**src/rtl/b2r_pkg.sv**
```systemverilog
// b2r_pkg: types, control word layout, microcode codes and letter tables
// for the binary to Roman numeral converter. No dependencies.
package b2r_pkg;

    localparam int VALUE_W  = 12;
    localparam int LETTER_W = 7;
    localparam int ADDR_W   = 4;
    localparam int DIG_W    = 4;
    localparam int POS_W    = 2;
    localparam int SCALE_W  = 10;
    localparam int WIDE_W   = 14;

    localparam logic [VALUE_W-1:0] VALUE_MAX = 12'd3999;

    localparam logic [LETTER_W-1:0] ASCII_M = 7'h4D;
    localparam logic [LETTER_W-1:0] ASCII_D = 7'h44;
    localparam logic [LETTER_W-1:0] ASCII_C = 7'h43;
    localparam logic [LETTER_W-1:0] ASCII_L = 7'h4C;
    localparam logic [LETTER_W-1:0] ASCII_X = 7'h58;
    localparam logic [LETTER_W-1:0] ASCII_V = 7'h56;
    localparam logic [LETTER_W-1:0] ASCII_I = 7'h49;
    localparam logic [LETTER_W-1:0] ASCII_NUL = 7'h00;

    localparam logic [POS_W-1:0] POS_THOUSANDS = 2'd0;
    localparam logic [POS_W-1:0] POS_HUNDREDS  = 2'd1;
    localparam logic [POS_W-1:0] POS_TENS      = 2'd2;
    localparam logic [POS_W-1:0] POS_ONES      = 2'd3;

    typedef logic [ADDR_W-1:0] t_addr;
    typedef logic [2:0]        t_emit;
    typedef logic [2:0]        t_dop;
    typedef logic [1:0]        t_fin;
    typedef logic [2:0]        t_cond;

    // microcode addresses
    localparam t_addr A_WAIT  = 4'd0;
    localparam t_addr A_EXT   = 4'd1;
    localparam t_addr A_FIVE  = 4'd2;
    localparam t_addr A_ONES  = 4'd3;
    localparam t_addr A_NINE1 = 4'd4;
    localparam t_addr A_NINE2 = 4'd5;
    localparam t_addr A_FOUR1 = 4'd6;
    localparam t_addr A_FOUR2 = 4'd7;
    localparam t_addr A_ERR   = 4'd8;
    localparam t_addr A_RET   = 4'd15;  // resolves to A_WAIT or A_EXT

    localparam t_emit EMIT_NONE = 3'd0;
    localparam t_emit EMIT_ONE  = 3'd1;
    localparam t_emit EMIT_FIVE = 3'd2;
    localparam t_emit EMIT_TEN  = 3'd3;
    localparam t_emit EMIT_ERR  = 3'd4;

    localparam t_dop DOP_NONE = 3'd0;
    localparam t_dop DOP_LOAD = 3'd1;
    localparam t_dop DOP_EXT  = 3'd2;
    localparam t_dop DOP_SUB5 = 3'd3;
    localparam t_dop DOP_DEC  = 3'd4;

    localparam t_fin FIN_NO   = 2'd0;
    localparam t_fin FIN_YES  = 2'd1;
    localparam t_fin FIN_DIG1 = 2'd2;
    localparam t_fin FIN_DIG5 = 2'd3;

    localparam t_cond COND_ALWAYS   = 3'd0;
    localparam t_cond COND_IN_ERR   = 3'd1;
    localparam t_cond COND_DIG_EQ5  = 3'd2;
    localparam t_cond COND_DIG_GT1  = 3'd3;
    localparam t_cond COND_DISPATCH = 3'd4;

    typedef struct packed {
        logic  wait_in;
        t_emit emit;
        t_dop  dop;
        t_fin  fin;
        t_cond cond;
        t_addr addr_t;
        t_addr addr_f;
    } t_ctrl;

    typedef struct packed {
        logic             in_err;
        logic             dig_eq5;
        logic             dig_gt1;
        logic [DIG_W-1:0] ext_dig;
        logic             rem_zero;
        logic             out_free;
    } t_status;

    function automatic logic [SCALE_W-1:0] f_scale(input logic [POS_W-1:0] pos);
        logic [SCALE_W-1:0] s;
        case (pos)
            POS_THOUSANDS: s = 10'd1000;
            POS_HUNDREDS:  s = 10'd100;
            POS_TENS:      s = 10'd10;
            default:       s = 10'd1;
        endcase
        return s;
    endfunction

    function automatic logic [LETTER_W-1:0] f_letter(input logic [POS_W-1:0] pos,
                                                     input t_emit emit);
        logic [LETTER_W-1:0] one;
        logic [LETTER_W-1:0] five;
        logic [LETTER_W-1:0] ten;
        logic [LETTER_W-1:0] l;
        case (pos)
            POS_THOUSANDS: begin
                one = ASCII_M; five = ASCII_M; ten = ASCII_M;
            end
            POS_HUNDREDS: begin
                one = ASCII_C; five = ASCII_D; ten = ASCII_M;
            end
            POS_TENS: begin
                one = ASCII_X; five = ASCII_L; ten = ASCII_C;
            end
            default: begin
                one = ASCII_I; five = ASCII_V; ten = ASCII_X;
            end
        endcase
        case (emit)
            EMIT_ONE:  l = one;
            EMIT_FIVE: l = five;
            EMIT_TEN:  l = ten;
            default:   l = ASCII_NUL;
        endcase
        return l;
    endfunction

endpackage

```
**src/rtl/b2r_ucode_rom.sv**
```systemverilog
// b2r_ucode_rom: read-only microprogram, one control word per step.
// Depends on b2r_pkg.
module b2r_ucode_rom import b2r_pkg::*; (
    input  t_addr i_addr,
    output t_ctrl o_ctrl
);

    always_comb begin
        case (i_addr)
            A_WAIT:  o_ctrl = '{1'b1, EMIT_NONE, DOP_LOAD, FIN_NO,   COND_IN_ERR,
                                A_ERR, A_EXT};
            A_EXT:   o_ctrl = '{1'b0, EMIT_NONE, DOP_EXT,  FIN_NO,   COND_DISPATCH,
                                A_RET, A_RET};
            A_FIVE:  o_ctrl = '{1'b0, EMIT_FIVE, DOP_SUB5, FIN_DIG5, COND_DIG_EQ5,
                                A_RET, A_ONES};
            A_ONES:  o_ctrl = '{1'b0, EMIT_ONE,  DOP_DEC,  FIN_DIG1, COND_DIG_GT1,
                                A_ONES, A_RET};
            A_NINE1: o_ctrl = '{1'b0, EMIT_ONE,  DOP_NONE, FIN_NO,   COND_ALWAYS,
                                A_NINE2, A_NINE2};
            A_NINE2: o_ctrl = '{1'b0, EMIT_TEN,  DOP_NONE, FIN_YES,  COND_ALWAYS,
                                A_RET, A_RET};
            A_FOUR1: o_ctrl = '{1'b0, EMIT_ONE,  DOP_NONE, FIN_NO,   COND_ALWAYS,
                                A_FOUR2, A_FOUR2};
            A_FOUR2: o_ctrl = '{1'b0, EMIT_FIVE, DOP_NONE, FIN_YES,  COND_ALWAYS,
                                A_RET, A_RET};
            A_ERR:   o_ctrl = '{1'b0, EMIT_ERR,  DOP_NONE, FIN_YES,  COND_ALWAYS,
                                A_WAIT, A_WAIT};
            default: o_ctrl = '{1'b0, EMIT_NONE, DOP_NONE, FIN_NO,   COND_ALWAYS,
                                A_WAIT, A_WAIT};
        endcase
    end

endmodule

```
**src/rtl/b2r_sequencer.sv**
```systemverilog
// b2r_sequencer: step counter, microcode fetch and jump resolution.
// Depends on b2r_pkg and b2r_ucode_rom.
module b2r_sequencer import b2r_pkg::*; (
    input  logic    i_clk,
    input  logic    i_rst_n,
    input  logic    i_in_valid,
    input  t_status i_status,
    output t_ctrl   o_ctrl,
    output logic    o_fire
);

    t_addr r_step;
    t_addr n_step;
    t_addr target;
    t_addr disp;
    logic  cond_hit;

    b2r_ucode_rom u_rom (
        .i_addr (r_step),
        .o_ctrl (o_ctrl)
    );

    always_comb begin
        if (o_ctrl.wait_in) begin
            o_fire = i_in_valid;
        end else if (o_ctrl.emit != EMIT_NONE) begin
            o_fire = i_status.out_free;
        end else begin
            o_fire = 1'b1;
        end
    end

    always_comb begin
        if (i_status.ext_dig == 4'd0) begin
            disp = A_RET;
        end else if (i_status.ext_dig == 4'd9) begin
            disp = A_NINE1;
        end else if (i_status.ext_dig == 4'd4) begin
            disp = A_FOUR1;
        end else if (i_status.ext_dig >= 4'd5) begin
            disp = A_FIVE;
        end else begin
            disp = A_ONES;
        end
    end

    always_comb begin
        case (o_ctrl.cond)
            COND_IN_ERR:  cond_hit = i_status.in_err;
            COND_DIG_EQ5: cond_hit = i_status.dig_eq5;
            COND_DIG_GT1: cond_hit = i_status.dig_gt1;
            default:      cond_hit = 1'b1;
        endcase
        if (o_ctrl.cond == COND_DISPATCH) begin
            target = disp;
        end else begin
            target = cond_hit ? o_ctrl.addr_t : o_ctrl.addr_f;
        end
        if (target == A_RET) begin
            n_step = i_status.rem_zero ? A_WAIT : A_EXT;
        end else begin
            n_step = target;
        end
    end

    always_ff @(posedge i_clk) begin
        if (!i_rst_n) begin
            r_step <= A_WAIT;
        end else if (o_fire) begin
            r_step <= n_step;
        end
    end

endmodule

```
**config.mk**
```make
export PLATFORM = sky130hd
export DESIGN_NAME = b2r_sequencer
export DESIGN_NICKNAME = d
export VERILOG_FILES = /design/src/rtl/b2r_pkg.sv /design/src/rtl/b2r_ucode_rom.sv /design/src/rtl/b2r_sequencer.sv
export SDC_FILE = /design/constraint.sdc
export NUM_CORES = 1
export LEC_CHECK = 0
export BUFFER_PORTS_ARGS = -buffer_cell sky130_fd_sc_hd__buf_4
export CAP_MARGIN = 20
export CORE_MARGIN = 4
export CORE_UTILIZATION = 30
export CTS_CLUSTER_DIAMETER = 200
export CTS_CLUSTER_SIZE = 24
export DETAILED_ROUTE_END_ITERATION = 7
export PLACE_DENSITY = 0.47
export RECOVER_POWER = 25
export SETUP_SLACK_MARGIN = 0.05
export SLEW_MARGIN = 20
export SYNTH_ARGS = -nofsm -noshare
export SYNTH_HDL_FRONTEND = slang
export SYNTH_SLANG_ARGS = --single-unit
```
**constraint.sdc**
```tcl
create_clock -name i_clk -period 4.96 [get_ports i_clk]
set_clock_uncertainty 0.1 [all_clocks]
set_input_delay 0.496 -clock i_clk [delete_from_list [all_inputs] [get_ports i_clk]]
set_output_delay 0.496 -clock i_clk [all_outputs]
set_load 0.05 [all_outputs]
```
==> metrics list <==
* Critical-path cell with the highest stage delay: sky130_fd_sc_hd__dfxtp_1
- Vias in the first global route: 914
* Number of antenna diodes: 0
- No sink is reached through more buffers than the 2 on the longest clock path.
* Net count, final: 165
- Number of pins with negative max-slew slack in the final report: 0
- Post-detail-place hpwl: approximately 2.1 mm
- Setup repair after global routing left no endpoint under its margin.
- A synthesized cell averages between 9 and 10 µm².
- The number of antenna violations at the first check in global routing came to 0.
- GRT overflow: 0
- Data arrives at the worst endpoint at roughly 3.2 ns.
- The first global-routing pass estimated 4.20 mm of wire.
- The worst register-to-register path has a setup slack of 1.83 ns.
* Flop and latch count out of synthesis: 22
- DRC viols: 0
- Total length of routed met3 wires: 131 µm
- For this run, the slowest stage of the critical path takes about 0.54 ns.
- At the pin with the least slew margin, the transition time is about 0.70 ns.
- The number of cells on the worst reg-to-reg path is 10.
- Crit end category: flip-flop
- End of the worst register-to-register path: u_rom.o_ctrl[11]
* Met1 wire length: approximately 1.2 mm
* Proportion of register bits with asynchronous set or reset after synthesis: 0%
- Final setup violation count: 0
- In the final timing run, aggregate negative setup slack is 0 ns.
- Number of instances in the synthesized netlist: around 120
- The routed design uses around 1.3 mm of met2 wire.
- Main synth FF type: sky130_fd_sc_hd__dfxtp_1
- The run finished with clean final reports.
- For this design, the sink count on the clock tree is 22.
- The worst path needs 3.13 ns of the cycle, external delays included.
* Uppermost layer routed: met4
- Counting instances, the worst hold path has a depth of 2.
- The top cell types in the final layout, fill and taps aside, are 22 x sky130_fd_sc_hd__buf_4, 22 x sky130_fd_sc_hd__dfxtp_1, 11 x sky130_fd_sc_hd__nor2_1.
- The congestion estimate from routability-driven global placement came to slightly below 0.8.
- Start point of the worst min-delay path: i_rst_n
* Startpoint of the lowest-slack register-to-register path: u_rom.o_ctrl[8]
- Number of enable-type register cells in the synthesized netlist: 0
* CP Data Required Time: ~5 ns
* VDD IR-drop max: 0.000274 V
* Total power: ~1100 µW
- Seq/Total Area, Yosys: between 40% and 50%
- Leakage power of the design: 0.000647 µW
- Proportion of layout cells with a drive suffix above 1: a little under a quarter
* Hold buffer count at CTS: 0
* Total track usage: between 10% and 20%
- The worst path uses 63.1% of the clock period.
* Die Wd: about 68 µm
- The floorplan step defined a die boundary enclosing around 4700 µm².
- TritonCTS clock tree: built
- At the later pin of the worst-skew pair, clock insertion delay measures 0.26 ns.
- Average routed wire per standard cell: 13.6 µm
* Effective utilization at floorplan: a little under a third
- Counting every net in the synthesized netlist gives around 130.
* Die span in y: between 60 and 70 µm
- DR iter-0 viols: 51
- Crit Path Class: flip-flop to flip-flop
- In this run the remaining antenna-violating nets after routing total 0.
- Buffers added to address setup during post-CTS repair amount to 0.
- After filler insertion, the fill cell instance count of the layout stands at about 370.
- Vias after detailed routing: 945
* Worst-path maximum fanout: 9
* Vias per std cell: between 4 and 5
- Number of H-tree branching levels: 1
- The hold violation total from the final report is 0.
- Headroom to the max-slew limit came out at 52.3%.
- IO buf count: 32
- Worst Hold Class: input port to flip-flop
- Floorplan Core Area: 3440 µm²
* Total length of routed wires: 2.63 mm
- Area growth from synthesis to final layout: 26.6%
- Clock Pin Slew Worst Setup and Hold Paths: 0.08 ns
- Entering global routing, the biggest net connects 14 pins.
- Std-Cell Rows: 21
- Max Cap Viol: 0
- Count of cells resized by post-cts repair: 0
* Sequence of cells on the critical path: mux2i_1 > a211oi_1 > a211oi_1 > o41ai_1 > o21ai_1 > nand2_1 > ha_1 > nand2_1 > nor3_1 > a211o_1
* YS warnings: 0
- Number of different library cells in the post-synthesis netlist: 47
- Clock buffers created by TritonCTS: 3
- The worst setup path is launched from a flip-flop.
- In this run the cell area of the synthesized design comes to 1100 µm².
* First-pass iteration count of the detailed router: 4
- Destination of the worst hold path: u_rom.o_ctrl[19]
- Dividing total power by cell area gives a power density of 777 nW/µm².
- Clk Tree Root Cell: sky130_fd_sc_hd__clkbuf_8
- For this design the top-level I/O count stands at 33.
* Maximum clock frequency: 319 MHz
worst max-delay path by stage:
| stage | start | end | slack (ns) | depth (start not counted) |
|---|---|---|---|---|
| 2_1_floorplan | u_rom.o_ctrl[8] | u_rom.o_ctrl[11] | 2.02 | 10 |
| 3_3_place_gp | i_status[2] | u_rom.o_ctrl[16] | 1.77 | 10 |
| 3_5_place_dp | i_status[2] | u_rom.o_ctrl[11] | 1.77 | 11 |
| 4_1_cts | u_rom.o_ctrl[8] | u_rom.o_ctrl[11] | 1.79 | 10 |
| 5_1_grt | u_rom.o_ctrl[8] | u_rom.o_ctrl[11] | 1.48 | 10 |
| 6_report | u_rom.o_ctrl[8] | u_rom.o_ctrl[11] | 1.83 | 10 |
registers in the layout (all words and copies together) (netlist names):
name	cells
u_rom.o_ctrl	18
r_step	4
power by group:
part	internal, µW	switching [µW]
Clock	108	59.1
Combinational	196	423
Sequential	243	50.1
cells in the mapped netlist (2+ instances only):
master	number	area, µm²
sky130_fd_sc_hd__o41ai_1	2	17.5
sky130_fd_sc_hd__a211oi_1	2	15.0
sky130_fd_sc_hd__nor3b_2	2	25.0
sky130_fd_sc_hd__nand2b_1	2	12.5
sky130_fd_sc_hd__o21ai_1	3	15.0
sky130_fd_sc_hd__ha_1	4	50.1
sky130_fd_sc_hd__nand2_1	7	26.3
sky130_fd_sc_hd__nor3_1	4	20.0
sky130_fd_sc_hd__nor3b_1	2	15.0
sky130_fd_sc_hd__a21oi_1	2	10.0
sky130_fd_sc_hd__buf_2	2	10.0
sky130_fd_sc_hd__and3_1	3	18.8
sky130_fd_sc_hd__nand3b_1	3	22.5
sky130_fd_sc_hd__a21o_1	3	22.5
sky130_fd_sc_hd__inv_1	8	30.0
sky130_fd_sc_hd__nor2b_1	3	18.8
sky130_fd_sc_hd__and2_1	4	25.0
sky130_fd_sc_hd__nor2_1	11	41.3
sky130_fd_sc_hd__buf_4	2	15.0
sky130_fd_sc_hd__dfxtp_1	22	440
cell families (layout without fill, tap and decap cells):
group	Yosys count	after routing	synth area share [%]
AO/OA/AOI/OAI	28	28	21.8
adder cells (fa/ha/maj)	4	4	4.56
buffers and inverters	15	45	6.73
flip-flops	22	22	40.1
multiplexers	2	2	1.94
AND/OR/NAND/NOR	47	47	24.9
final cells by class:
type	instances	area, µm²	share of cell area, %
repair buffers	32	203	14.6
flip-flops and latches	22	440	31.7
inverters	9	33.8	2.43
clock buffers	3	41.3	2.97
clock inverters	1	30.0	2.16
well taps	46	57.6	4.14
multi-input cells	81	583	42.0
metrics by stage:
stage / hold slack (ns) / std cells / cell area [µm²] / worst slack, ns / utilization [%]
after floorplan: 0.435 / 118 / 1100 / 2.02 / -
after global placement: 0.498 / 190 / 1360 / 1.77 / 39.4
after detailed placement: 0.485 / 190 / 1360 / 1.77 / 39.4
after CTS: 0.394 / 194 / 1430 / 1.79 / 41.4
after global routing: 0.419 / 194 / 1390 / 1.48 / 40.3
final: 0.398 / 194 / 1390 / 1.83 / 40.3
per-layer routing:
metal  GRT usage [%]  vias to the layer above
li1                -                      479
met1            15.9                      441
met2            19.1                       21
met3            3.61                        4
met4            4.22                        0
met5               0                        -
worst max-delay path: cells and delay by family (launching register included):
family	cells	cell delay (ns)
compound gates	5	1.30
flops	1	0.54
mux	1	0.47
simple gates	3	0.34
fa+ha+maj	1	0.27
No activity file was read; power rests on OpenSTA's default activity.
