## config.mk

```make
export PLATFORM = sky130hd
export DESIGN_NAME = b2r_datapath
export DESIGN_NICKNAME = d
export VERILOG_FILES = /design/src/rtl/b2r_pkg.sv /design/src/rtl/b2r_datapath.sv
export SDC_FILE = /design/constraint.sdc
export NUM_CORES = 1
export LEC_CHECK = 0
export BUFFER_PORTS_ARGS = -buffer_cell sky130_fd_sc_hd__buf_2
export CORE_MARGIN = 1.5
export CORE_UTILIZATION = 66
export DETAILED_ROUTE_END_ITERATION = 10
export PLACE_DENSITY_LB_ADDON = 0.2
export REMOVE_ABC_BUFFERS = 1
export SYNTH_ARGS = -nofsm -noshare
export SYNTH_HDL_FRONTEND = slang
export SYNTH_SLANG_ARGS = --single-unit
```

## constraint.sdc

```tcl
create_clock -name i_clk -period 14.2 [get_ports i_clk]
set_input_delay 0.71 -clock i_clk [delete_from_list [all_inputs] [get_ports i_clk]]
set_output_delay 0.71 -clock i_clk [all_outputs]
set_load 0.03 [all_outputs]
```

## src/rtl/b2r_pkg.sv

```systemverilog
// b2r_pkg: types, control word layout, microcode codes and letter tables
// for the binary to Roman numeral converter. No dependencies.
package b2r_pkg;

    localparam int VALUE_W  = 12;
    localparam int LETTER_W = 7;
    localparam int ADDR_W   = 4;
    localparam int DIG_W    = 4;
    localparam int POS_W    = 2;
    localparam int SCALE_W  = 10;
    localparam int WIDE_W   = 14;

    localparam logic [VALUE_W-1:0] VALUE_MAX = 12'd3999;

    localparam logic [LETTER_W-1:0] ASCII_M = 7'h4D;
    localparam logic [LETTER_W-1:0] ASCII_D = 7'h44;
    localparam logic [LETTER_W-1:0] ASCII_C = 7'h43;
    localparam logic [LETTER_W-1:0] ASCII_L = 7'h4C;
    localparam logic [LETTER_W-1:0] ASCII_X = 7'h58;
    localparam logic [LETTER_W-1:0] ASCII_V = 7'h56;
    localparam logic [LETTER_W-1:0] ASCII_I = 7'h49;
    localparam logic [LETTER_W-1:0] ASCII_NUL = 7'h00;

    localparam logic [POS_W-1:0] POS_THOUSANDS = 2'd0;
    localparam logic [POS_W-1:0] POS_HUNDREDS  = 2'd1;
    localparam logic [POS_W-1:0] POS_TENS      = 2'd2;
    localparam logic [POS_W-1:0] POS_ONES      = 2'd3;

    typedef logic [ADDR_W-1:0] t_addr;
    typedef logic [2:0]        t_emit;
    typedef logic [2:0]        t_dop;
    typedef logic [1:0]        t_fin;
    typedef logic [2:0]        t_cond;

    // microcode addresses
    localparam t_addr A_WAIT  = 4'd0;
    localparam t_addr A_EXT   = 4'd1;
    localparam t_addr A_FIVE  = 4'd2;
    localparam t_addr A_ONES  = 4'd3;
    localparam t_addr A_NINE1 = 4'd4;
    localparam t_addr A_NINE2 = 4'd5;
    localparam t_addr A_FOUR1 = 4'd6;
    localparam t_addr A_FOUR2 = 4'd7;
    localparam t_addr A_ERR   = 4'd8;
    localparam t_addr A_RET   = 4'd15;  // resolves to A_WAIT or A_EXT

    localparam t_emit EMIT_NONE = 3'd0;
    localparam t_emit EMIT_ONE  = 3'd1;
    localparam t_emit EMIT_FIVE = 3'd2;
    localparam t_emit EMIT_TEN  = 3'd3;
    localparam t_emit EMIT_ERR  = 3'd4;

    localparam t_dop DOP_NONE = 3'd0;
    localparam t_dop DOP_LOAD = 3'd1;
    localparam t_dop DOP_EXT  = 3'd2;
    localparam t_dop DOP_SUB5 = 3'd3;
    localparam t_dop DOP_DEC  = 3'd4;

    localparam t_fin FIN_NO   = 2'd0;
    localparam t_fin FIN_YES  = 2'd1;
    localparam t_fin FIN_DIG1 = 2'd2;
    localparam t_fin FIN_DIG5 = 2'd3;

    localparam t_cond COND_ALWAYS   = 3'd0;
    localparam t_cond COND_IN_ERR   = 3'd1;
    localparam t_cond COND_DIG_EQ5  = 3'd2;
    localparam t_cond COND_DIG_GT1  = 3'd3;
    localparam t_cond COND_DISPATCH = 3'd4;

    typedef struct packed {
        logic  wait_in;
        t_emit emit;
        t_dop  dop;
        t_fin  fin;
        t_cond cond;
        t_addr addr_t;
        t_addr addr_f;
    } t_ctrl;

    typedef struct packed {
        logic             in_err;
        logic             dig_eq5;
        logic             dig_gt1;
        logic [DIG_W-1:0] ext_dig;
        logic             rem_zero;
        logic             out_free;
    } t_status;

    function automatic logic [SCALE_W-1:0] f_scale(input logic [POS_W-1:0] pos);
        logic [SCALE_W-1:0] s;
        case (pos)
            POS_THOUSANDS: s = 10'd1000;
            POS_HUNDREDS:  s = 10'd100;
            POS_TENS:      s = 10'd10;
            default:       s = 10'd1;
        endcase
        return s;
    endfunction

    function automatic logic [LETTER_W-1:0] f_letter(input logic [POS_W-1:0] pos,
                                                     input t_emit emit);
        logic [LETTER_W-1:0] one;
        logic [LETTER_W-1:0] five;
        logic [LETTER_W-1:0] ten;
        logic [LETTER_W-1:0] l;
        case (pos)
            POS_THOUSANDS: begin
                one = ASCII_M; five = ASCII_M; ten = ASCII_M;
            end
            POS_HUNDREDS: begin
                one = ASCII_C; five = ASCII_D; ten = ASCII_M;
            end
            POS_TENS: begin
                one = ASCII_X; five = ASCII_L; ten = ASCII_C;
            end
            default: begin
                one = ASCII_I; five = ASCII_V; ten = ASCII_X;
            end
        endcase
        case (emit)
            EMIT_ONE:  l = one;
            EMIT_FIVE: l = five;
            EMIT_TEN:  l = ten;
            default:   l = ASCII_NUL;
        endcase
        return l;
    endfunction

endpackage

```

## src/rtl/b2r_datapath.sv

```systemverilog
// b2r_datapath: remainder, digit and position registers, digit extraction
// and the output word register. Depends on b2r_pkg.
module b2r_datapath import b2r_pkg::*; (
    input  logic                i_clk,
    input  logic                i_rst_n,
    input  t_ctrl               i_ctrl,
    input  logic                i_fire,
    input  logic [VALUE_W-1:0]  i_value,
    input  logic                i_out_ready,
    output t_status             o_status,
    output logic                o_out_valid,
    output logic [LETTER_W-1:0] o_letter,
    output logic                o_last,
    output logic                o_range_error
);

    logic [VALUE_W-1:0]  r_rem;
    logic [VALUE_W-1:0]  n_rem;
    logic [DIG_W-1:0]    r_dig;
    logic [DIG_W-1:0]    n_dig;
    logic [POS_W-1:0]    r_pos;
    logic [POS_W-1:0]    n_pos;
    logic                r_out_valid;
    logic                n_out_valid;
    logic [LETTER_W-1:0] r_letter;
    logic                r_last;
    logic                r_err;

    logic [POS_W-1:0]    pos_x;
    logic [SCALE_W-1:0]  scale;
    logic [DIG_W-1:0]    dig_x;
    logic [WIDE_W-1:0]   weight;
    logic [VALUE_W-1:0]  rem_x;
    logic                fin_hit;
    logic                emit_fire;
    logic                out_free;

    assign pos_x = r_pos + 2'd1;
    assign scale = f_scale(pos_x);

    // largest k with k * scale <= remainder
    always_comb begin
        dig_x = '0;
        for (int k = 1; k <= 9; k++) begin
            if ({2'b00, r_rem} >= WIDE_W'(k) * {4'b0000, scale}) begin
                dig_x = DIG_W'(k);
            end
        end
    end

    assign weight = {10'd0, dig_x} * {4'b0000, scale};
    assign rem_x  = r_rem - weight[VALUE_W-1:0];

    always_comb begin
        case (i_ctrl.fin)
            FIN_YES:  fin_hit = 1'b1;
            FIN_DIG1: fin_hit = (r_dig == 4'd1);
            FIN_DIG5: fin_hit = (r_dig == 4'd5);
            default:  fin_hit = 1'b0;
        endcase
    end

    assign out_free  = !r_out_valid || i_out_ready;
    assign emit_fire = i_fire && (i_ctrl.emit != EMIT_NONE);

    always_comb begin
        n_rem = r_rem;
        n_dig = r_dig;
        n_pos = r_pos;
        if (i_fire) begin
            case (i_ctrl.dop)
                DOP_LOAD: begin
                    n_rem = i_value;
                    n_pos = POS_ONES;       // wraps to thousands on first extract
                end
                DOP_EXT: begin
                    n_rem = rem_x;
                    n_dig = dig_x;
                    n_pos = pos_x;
                end
                DOP_SUB5: n_dig = r_dig - 4'd5;
                DOP_DEC:  n_dig = r_dig - 4'd1;
                default:  n_dig = r_dig;
            endcase
        end
    end

    always_comb begin
        if (emit_fire) begin
            n_out_valid = 1'b1;
        end else if (i_out_ready) begin
            n_out_valid = 1'b0;
        end else begin
            n_out_valid = r_out_valid;
        end
    end

    always_ff @(posedge i_clk) begin
        if (!i_rst_n) begin
            r_out_valid <= 1'b0;
        end else begin
            r_out_valid <= n_out_valid;
        end
    end

    always_ff @(posedge i_clk) begin
        r_rem <= n_rem;
        r_dig <= n_dig;
        r_pos <= n_pos;
        if (emit_fire) begin
            if (i_ctrl.emit == EMIT_ERR) begin
                r_letter <= ASCII_NUL;
                r_last   <= 1'b1;
                r_err    <= 1'b1;
            end else begin
                r_letter <= f_letter(r_pos, i_ctrl.emit);
                r_last   <= fin_hit && (r_rem == '0);
                r_err    <= 1'b0;
            end
        end
    end

    assign o_status.in_err   = (i_value == '0) || (i_value > VALUE_MAX);
    assign o_status.dig_eq5  = (r_dig == 4'd5);
    assign o_status.dig_gt1  = (r_dig > 4'd1);
    assign o_status.ext_dig  = dig_x;
    assign o_status.rem_zero = (n_rem == '0);
    assign o_status.out_free = out_free;

    assign o_out_valid   = r_out_valid;
    assign o_letter      = r_letter;
    assign o_last        = r_last;
    assign o_range_error = r_err;

endmodule

```

==> out/results.txt, run 1 <==
CP Capture Type: output pin
Yosys top cell by area: ha_1
setup bufs post-CTS: 0
gate count after technology mapping: 601
Slew @ Worst Pin: 823.6 ps
Setup WS pre-CTS: 5559 ps
worst skew pair latency: 290 ps
CTS buffer count: 3
layout cell share with drive strength beyond 1: 0.1011
Routed WL: 13,300 um
initial drt markers: 310
most used flip-flop cell after synthesis: edfxtp_1
crit-path max FO: 18
Max stage delay on crit path: 920 ps
Post-Syn Area: 4887 um2
final hold violation count: 0
Die H: 89.05 um
Synth Register Bits: 27
Routed Antenna Nets: 0
Syn Area/Cell: 8.132 um2
antenna diode count: 0
clock-pin slew on the worst setup and hold paths: 100 ps
Final TNS setup: 0 ps
Final HPWL DP: 10,740 um
min cycle time layout: 9128 ps
sequential share of the synthesized area: 0.1393
number of enable flip-flop cells after synthesis: 14
die footprint: 7930 um2
fin crit share: 0.6428
initial antenna violation count: 0
fill count: 598
vias in the first global route: 4,300
first-pass GRT wire length: 20,770 um
cts repair resizes: 0
Die Width: 89.05 um
drc violations: 0
final setup margin: 5072 ps
vias per inst: 6.485
# Max-Cap Violations: 0
Worst Reg2Reg Path Length in Cells: 22
met3 wire length: 935 um
Placer Congestion: 0.9905
Yosys cell types: 71
largest net degree at the start of global routing: 22
Register Area: 680.7 um2
top post-synthesis cells by count: ha_1, inv_1, nand2_1
Worst Skew: 4.594 ps
CTS Root Cell: clkbuf_8
CP max-delay cell: ha_1
Layout Utilization: 0.7196
IO Count: 55
Layout area overhead: 6.221%
Req. time, crit path: 13,490 ps
post-synth top area share: 0.2355
worst hold-check path type: primary input to flip-flop
Top Layer Used: met4
headroom to the max-slew limit: 0.4459
Final setup viols: 0
cell with the most instances after synthesis: ha_1
# nets final: 783
max-slew violations: 0
total global-route track usage: 0.3441
IO Port Bufs: 41
initial core utilization: 0.6774
DP Area: 5145 um2
hold depth: 2
clk sinks: 27
ranking of synthesized cells by area: ha_1, edfxtp_1, fa_1
CTS tree: done
critical path class: flip-flop to output pin
Met2 Wirelength: 6114 um
CORE AREA: 7214 um2
CTS Hold Bufs: 0
Synthesis Warnings: 0
total iterations of the first detailed-routing run: 5
Max Fclk: 109.6 MHz
Clock Tree Buf Depth: 2
via count: 4,747
Multi-input gate area: 3846 um2
met1 wire length: 5528 um
status: complete, no violations
row count: 31
Finished Cell Area: 5191 um2
Async SR Flop Fraction: 0
DR WL/cell: 18.17 um
CP arrival: 8420 ps
GR Overflow Total: 0
RSZ-0062 raised after global routing: no
H-Tree Depth: 1
CP startpoint kind: flip-flop
==> cells by family after synthesis <==
kind of cell / after synthesis / synth area share
simple gates: 181 / 0.1930
compound gates: 167 / 0.2309
fa+ha+maj: 113 / 0.3216
buf+inv: 90 / 0.07373
flops: 27 / 0.1393
xor+xnor: 17 / 0.03047
mux: 5 / 0.01024
other cells: 1 / 0.0007673
==> flip-flops by register name (all words and copies together), names as in the netlist <==
signal         flops
r_dig              4
o_letter           6
r_pos              2
o_range_error      1
o_out_valid        1
o_last             1
r_rem             12
==> metal layers <==
layer  vias to the layer above  global-route usage
li1                       2243                   -
met1                      2184              0.4530
met2                       257              0.5647
met3                        63             0.03509
met4                         0              0.1720
met5                         -                   0
==> critical path, delay by kind of cell, from the launching register on <==
kind | cells | cell delay (ps)
compound gates | 6 | 1300
xor+xnor | 2 | 690
fa+ha+maj | 6 | 3060
buf+inv | 4 | 660
flops | 1 | 620
simple gates | 7 | 1780
==> cell usage in the layout, fill, tap and decap left out, drive strengths merged, types with 4 or more instances in the layout <==
cell type / instances
o211ai: 7
o21a: 5
dfxtp: 13
buf: 41
ha: 92
nand2: 41
and3: 8
or3: 7
a211oi: 8
nor3: 14
o311ai: 4
o22ai: 6
xnor2: 10
nor2b: 6
a31oi: 4
nand3: 13
and2: 9
nor3b: 4
or2: 5
a22oi: 5
fa: 21
o31ai: 4
o21ai: 40
nor4: 10
nand4: 6
a21o: 17
nor2: 41
mux2i: 5
a21oi: 32
nand2b: 12
a31o: 5
edfxtp: 14
inv: 77
xor2: 7
==> cell type report <==
| cell class | count | share of cell area |
|---|---|---|
| multi-input cells | 484 | 0.7409 |
| flip-flops and latches | 27 | 0.1311 |
| inverters | 77 | 0.05568 |
| repair buffers | 41 | 0.03953 |
| well taps | 99 | 0.02386 |
| clock buffers | 3 | 0.007954 |
| clock inverters | 1 | 0.0009641 |
==> final timing paths <==
check / from / end / slack (ps)
setup / recovery: r_pos[0] / o_status[1] / 5070
hold / removal: i_rst_n / o_out_valid / 610
setup reg to reg: r_pos[0] / r_rem[11] / 6450
hold reg to reg: o_out_valid / o_out_valid / 640
==> through the flow <==
| stage | instances | hold slack, ps |
|---|---|---|
| 3_3_place_gp | 728 | 594.7 |
| 3_5_place_dp | 728 | 629.5 |
| 4_1_cts | 732 | 610.3 |
| 2_1_floorplan | 588 | 605.6 |
| 5_1_grt | 732 | 632.6 |
| 6_report | 732 | 613.9 |
Power of run 1 is left out: the tool's default activity adds up to more than one toggle a clock period on the data nets, which glitch-free logic cannot reach.
==> run 2: changes to the inputs <==
Settings changed: CORE_UTILIZATION 66 to 61.
Clock period 14.2 ns to 8.54 ns, I/O delays scaled along.
==> run 2 against run 1 <==
  * Design area grew 1.4%
  * Clock-buffer cell count unchanged
  * Die area is 7.9% higher
  * Critical path depth rose by 1
  * Routed wire length is 1.5% higher
  * Cell count rose by 1.6%
  * Non-clock buffer count is 9 higher
==> out/results.txt, run 2 (synthesized netlist as in run 1, its figures left out) <==
min cycle time layout: 8016 ps
clock-pin slew on the worst setup and hold paths: 110 ps (about the same)
worst hold slack: 336.2 ps (-277.7 ps)
Worst Skew: 11.39 ps (+6.793 ps)
layout cell share with drive strength beyond 1: 0.1137 (+0.01260)
CP arrival: 7590 ps (-830 ps)
CTS buffer count: 3 (unchanged)
Final HPWL DP: 11,070 um (+3.1%)
CORE AREA: 7727 um2 (+7.1%)
Largest Register: r_rem
CP max-delay cell: edfxtp_1
first-pass GRT wire length: 22,690 um (+9.3%)
drc violations: 0 (unchanged)
# nets final: 792 (+1.1%)
GR Overflow Total: 0 (unchanged)
Max stage delay on crit path: 610 ps (-310 ps)
Die Width: 92.51 um (+3.9%)
headroom to the max-slew limit: 0.4138 (-0.03205)
die footprint: 8558 um2 (+7.9%)
initial antenna violation count: 0 (unchanged)
vias in the first global route: 4,595 (+6.9%)
H-Tree Depth: 1 (unchanged)
Die H: 92.51 um (+3.9%)
fin crit share: 0.9387
CP Capture Type: output pin
initial core utilization: 0.6324 (-0.04497)
worst skew pair latency: 290 ps (about the same)
clk sinks: 27 (unchanged)
total iterations of the first detailed-routing run: 5 (unchanged)
most frequent cells in the layout: ha_1, inv_1, nand2_1, buf_2, nor2_1
largest net degree at the start of global routing: 22 (unchanged)
initial drt markers: 382 (+23%)
via count: 4,686 (-1.3%)
most common cell after layout, fill and taps aside: ha_1
CP bufs+invs: 7 (+3)
max reg flops: 12 (unchanged)
total global-route track usage: 0.3362 (-0.007839)
Slew @ Worst Pin: 871.3 ps (+47.64 ps)
Final TNS setup: 0 ps (unchanged)
max-slew violations: 0 (unchanged)
Req. time, crit path: 8110 ps (-5380 ps)
CP startpoint kind: flip-flop
Final setup viols: 0 (unchanged)
RSZ-0062 raised after global routing: no
Max Fclk: 124.7 MHz
IO Port Bufs: 41 (unchanged)
final hold violation count: 0 (unchanged)
critical path class: flip-flop to output pin
# Max-Cap Violations: 0 (unchanged)
Routed WL: 13,510 um (+1.5%)
cts repair resizes: 0 (unchanged)
antenna diode count: 0 (unchanged)
status: complete, no violations
Routed Antenna Nets: 0 (unchanged)
Layout area overhead: 7.681%
CTS tree: done
crit-path max FO: 9 (-9)
DR WL/cell: 18.15 um (-0.10%)
fill count: 650 (+8.7%)
worst hold-check path type: primary input to flip-flop
IO Count: 55 (unchanged)
Placer Congestion: 1.045 (+5.5%)
Clock Tree Buf Depth: 2 (unchanged)
setup bufs post-CTS: 0 (unchanged)
row count: 32 (+3.2%)
CTS Hold Bufs: 0 (unchanged)
vias per inst: 6.298 (-2.9%)
CP top delay family: adder cells
CTS Root Cell: clkbuf_8
-- run 2: area by class of cell --
cell class                      count  area (um2)  share of cell area
Inverter                           77       289.0             0.05492
Clock buffer                        3       41.29            0.007846
Timing Repair Buffer               50       272.8             0.05183
Clock inverter                      1       5.005           0.0009510
Sequential cell                    27       680.7              0.1293
Multi-Input combinational cell    484        3846              0.7309
Tap cell                          102       127.6             0.02425
-- run 2: layer usage --
metal	wire (um)	share of wire	vias up	global-route usage
met2	6372	0.47	186	0.5711
met5	0	0	-	0
li1	-	-	2263	-
met3	870	0.064	39	0.02956
met1	5691	0.42	2198	0.4413
met4	571	0.042	0	0.1282
-- run 2: worst paths after layout --
kind,depth (start not counted),start,slack (ps),to
min,2,i_rst_n,340,o_out_valid
max reg2reg,23,r_pos[0],1560,r_rem[11]
max,26,r_pos[0],520,o_status[1]
min reg2reg,2,o_out_valid,650,o_out_valid
-- run 2: metrics by stage --
stage	cells	cell area, um2	worst slack, ps	utilization
3_5_place_dp	740	5216	932.9	0.6750
6_report	744	5263	523.5	0.6810
3_3_place_gp	740	5216	939.0	0.6750
5_1_grt	744	5263	73.81	0.6810
2_1_floorplan	588	4816	1042	-
4_1_cts	744	5263	569.8	0.6810
Power of run 2 is left out for the same reason.
